--- config.mk ---
export PLATFORM = sky130hd
export DESIGN_NAME = crs_fifo
export DESIGN_NICKNAME = d
export VERILOG_FILES = /design/src/rtl/core/crs_fifo.sv
export SDC_FILE = /design/constraint.sdc
export NUM_CORES = 1
export LEC_CHECK = 0
export BUFFER_PORTS_ARGS = -buffer_cell sky130_fd_sc_hd__buf_2
export CAP_MARGIN = 10
export CORE_AREA = 10 10 52 54
export DETAILED_ROUTE_END_ITERATION = 8
export DIE_AREA = 0 0 62 64
export PLACE_DENSITY = 0.85
export SLEW_MARGIN = 5
export SYNTH_ARGS = -nofsm -noshare
export SYNTH_HDL_FRONTEND = slang
export SYNTH_SLANG_ARGS = --single-unit
--- constraint.sdc ---
create_clock -name i_clk -period 1.8 [get_ports i_clk]
set_input_delay 0.18 -clock i_clk [delete_from_list [all_inputs] [get_ports i_clk]]
set_output_delay 0.18 -clock i_clk [all_outputs]
set_load 0.01 [all_outputs]
--- src/rtl/core/crs_fifo.sv ---
`timescale 1ns / 1ps
`default_nettype none
// Two-entry queue between the determinant front end and the divider back end.
module crs_fifo #(
    parameter int W = 8
) (
    input  wire logic         i_clk,
    input  wire logic         i_rst_n,
    input  wire logic         i_valid,
    output logic              o_ready,
    input  wire logic [W-1:0] i_data,
    output logic              o_valid,
    input  wire logic         i_ready,
    output logic [W-1:0]      o_data
);
    logic [W-1:0] r_mem [2];
    logic r_wp, r_rp;
    logic [1:0] r_cnt;
    logic wr, rd;

    assign o_ready = r_cnt != 2'd2;
    assign o_valid = r_cnt != 2'd0;
    assign o_data  = r_mem[r_rp];
    assign wr = i_valid && o_ready;
    assign rd = o_valid && i_ready;

    always_ff @(posedge i_clk) begin
        if (!i_rst_n) begin
            r_wp <= 1'b0;
            r_rp <= 1'b0;
            r_cnt <= 2'd0;
        end else begin
            if (wr) r_wp <= ~r_wp;
            if (rd) r_rp <= ~r_rp;
            r_cnt <= r_cnt + 2'(wr) - 2'(rd);
        end
        if (wr) r_mem[r_wp] <= i_data;
    end
endmodule
`default_nettype wire

==> flow_metrics.py <==
metrics = {
    "sta": {
        "slew_headroom_pct": 74.5,
        "rsz0062_at_grt": "no",
        "finalClockSkew_ns": 0.00702,
        "finalSetupTns_ns": 0,
        "setup_viol": 0,
        "holdWs_ns": 0.0630,
        "finalHoldViolCount": 0,
        "period_needed_ns": 1.62,
        "period_share_pct": 90.1,
        "tightest_slew_ns": 0.383,
        "fmax_mhz": 616,
        "slew_viol_final": 0,
    },
    "synth": {
        "synth.avg_cell_area_um2": 16.5,
        "synth_area_um2": 811,
        "synth-seq-area-share_pct": 71.6,
        "yosys-top-cells-area": "edfxtp_1, dfxtp_1, mux2_2, xnor2_1, ha_1",
        "synth_warnings": 0,
        "netlist_instances": 49,
        "yosys.area.top_type": "edfxtp_1",
        "yosysUniqueCellTypes": 16,
        "ys_seq_elements": 21,
        "syn_nets": 63,
        "yosysTopAreaCellShare_pct": 59.3,
    },
    "clock_tree": {
        "cts_sinks": 21,
        "cts_resized": 0,
        "clk_pin_slew_ns": 0.11,
        "insertion_delay_ns": 0.30,
        "clockBufferDepth": 2,
        "post_cts_buffers": 0,
        "cts_root_buffer": "clkbuf_4",
        "cts_tree": "yes",
        "hold_buffers": 0,
        "numCtsBuffers": 3,
        "cts.htree.levels": 1,
    },
    "setup_path": {
        "cp_slowest_cell": "dfxtp_1",
        "critPathRequiredTime_ns": 2.00,
        "critPathMaxStageDelay_ns": 0.38,
        "cp-start-kind": "flop",
        "path_buf_inv": 1,
        "rr_worst_depth": 8,
        "crit-reg2reg-launch": "r_cnt[0]",
        "r2r_slack_ns": 0.18,
        "endpoint_kind": "flop",
        "cp.arrival_ns": 1.82,
        "critPathKind": "reg -> reg",
        "crit_family": "adder cells",
        "crit_path_max_fanout": 4,
        "path_cells": "nand2b_1 > nand2_1 > ha_1 > inv_1 > ha_1 > xnor2_1 > xnor2_1 > and2_1",
        "rr_endpoint": "r_cnt[1]",
    },
    "grt": {
        "grt_pass1_vias": 508,
        "grt-ovfl-total": 0,
        "grt_pass1_wl_um": 2150,
        "grt_usage_pct": 7.47,
        "grt_max_degree": 12,
        "antenna_found_initial": 0,
    },
    "finish": {
        "final_common_cell": "buf_2",
        "seq_area_um2": 581,
        "drive_gt1_share_pct": 47.3,
        "multi_input_area_um2": 221,
        "mostFrequentLayoutCells": "buf_2, edfxtp_1, mux2_2",
        "n_fill_cell": 149,
        "nNetsFinal": 89,
        "area_growth_syn_to_layout_pct": 20.4,
        "diodes": 0,
    },
    "hold_path": {
        "holdPathEnd": "r_mem[1][2]",
        "min_path_cells": 1,
        "hold_path_class": "in -> reg",
        "hold_start": "i_data[2]",
    },
    "detailed_routing": {
        "viasPerCell": 4.56,
        "wl_per_cell_um": 13.9,
        "first_pass_iters": 3,
        "num_vias": 451,
        "drt_wl_total_um": 1370,
        "drc_errors": 0,
        "postRouteAntennaNets": 0,
        "drtIter0Drc": 12,
    },
    "power_and_ir_drop": {
        "peakVddDrop_mv": 0.767,
        "total_power_w": 0.00128,
        "p_leak_nw": 0.389,
        "p_per_area_nw_per_um2": 1310,
    },
    "floorplan": {
        "die_y_um": 64,
        "std_cell_rows": 15,
        "initial_utilization_pct": 47.5,
        "die_area_um2": 3970,
        "coreArea_um2": 1710,
        "die_x_um": 62,
        "ios": 22,
    },
    "outcome": {
        "status": "completed",
    },
    "placed_design": {
        "dpl.hpwl_um": 1050,
        "gp_congestion": 0.667,
        "port_buffers": 21,
    },
    "flow_run": {
        "maxCapViolations": 0,
    },
}
-- through the flow --
step | cells | instance area, um2 | util, % | setup slack [ns]
after global placement | 95 | 950 | 55.6 | 0.249
after floorplan | 49 | 811 | - | 0.192
final | 99 | 976 | 57.1 | 0.177
after global routing | 99 | 976 | 57.1 | 0.0446
after detailed placement | 95 | 950 | 55.6 | 0.184
after CTS | 99 | 976 | 57.1 | 0.170
-- cells in the mapped netlist, drive strengths merged --
master  count
edfxtp     16
mux2        8
dfxtp       5
xnor2       3
and2        2
ha          2
nand2       2
nand2b      2
nor2b       2
and3        1
buf         1
inv         1
mux2i       1
nor2        1
o21a        1
or2         1
-- layer usage --
metal | global-route usage, % | vias up | wire [um]
li1 | - | 225 | -
met2 | 11.7 | 15 | 684
met1 | 7.35 | 209 | 531
met5 | 0 | - | 0
met4 | 5.03 | 0 | 11
met3 | 3.95 | 2 | 145
-- sequential cells by signal (all words and copies together), names as in the netlist, named ones only --
name and cells:
r_mem 16, r_cnt 2, r_rp 1, r_wp 1
-- power breakdown --
part	switching, W	internal (W)	leakage (nW)
sequential	0.0000575	0.000617	0.191
clock	0.000130	0.0000862	0.0150
combinational	0.000176	0.000209	0.183
-- kinds of logic after synthesis --
logic type / synth area share (%)
xor gates and xnor gates: 3.24
and+or+nand+nor: 7.56
adders and majority gates: 3.09
muxes: 12.3
AOI/OAI and AO/OA: 1.08
DFF: 71.6
buffers and inverters: 1.08
-- worst max-delay path by stage --
stage	start	endpoint	depth (start not counted)	slack, ns
floorplan	r_cnt[0]	r_cnt[1]	8	0.19
CTS	r_cnt[0]	r_cnt[1]	8	0.17
detailed placement	r_cnt[0]	r_cnt[1]	8	0.18
global placement	r_cnt[0]	r_cnt[1]	8	0.25
finish	r_cnt[0]	r_cnt[1]	8	0.18
global route	r_cnt[0]	r_cnt[1]	8	0.04
-- area by class of cell --
type                    count  share of cell area [%]
multi-input cells          26                    22.7
well taps                  25                    3.21
inverters                   1                   0.385
clock buffers               4                    2.69
flip-flops and latches     21                    59.5
repair buffers             22                    11.5
(Power assumes the default switching activity.)
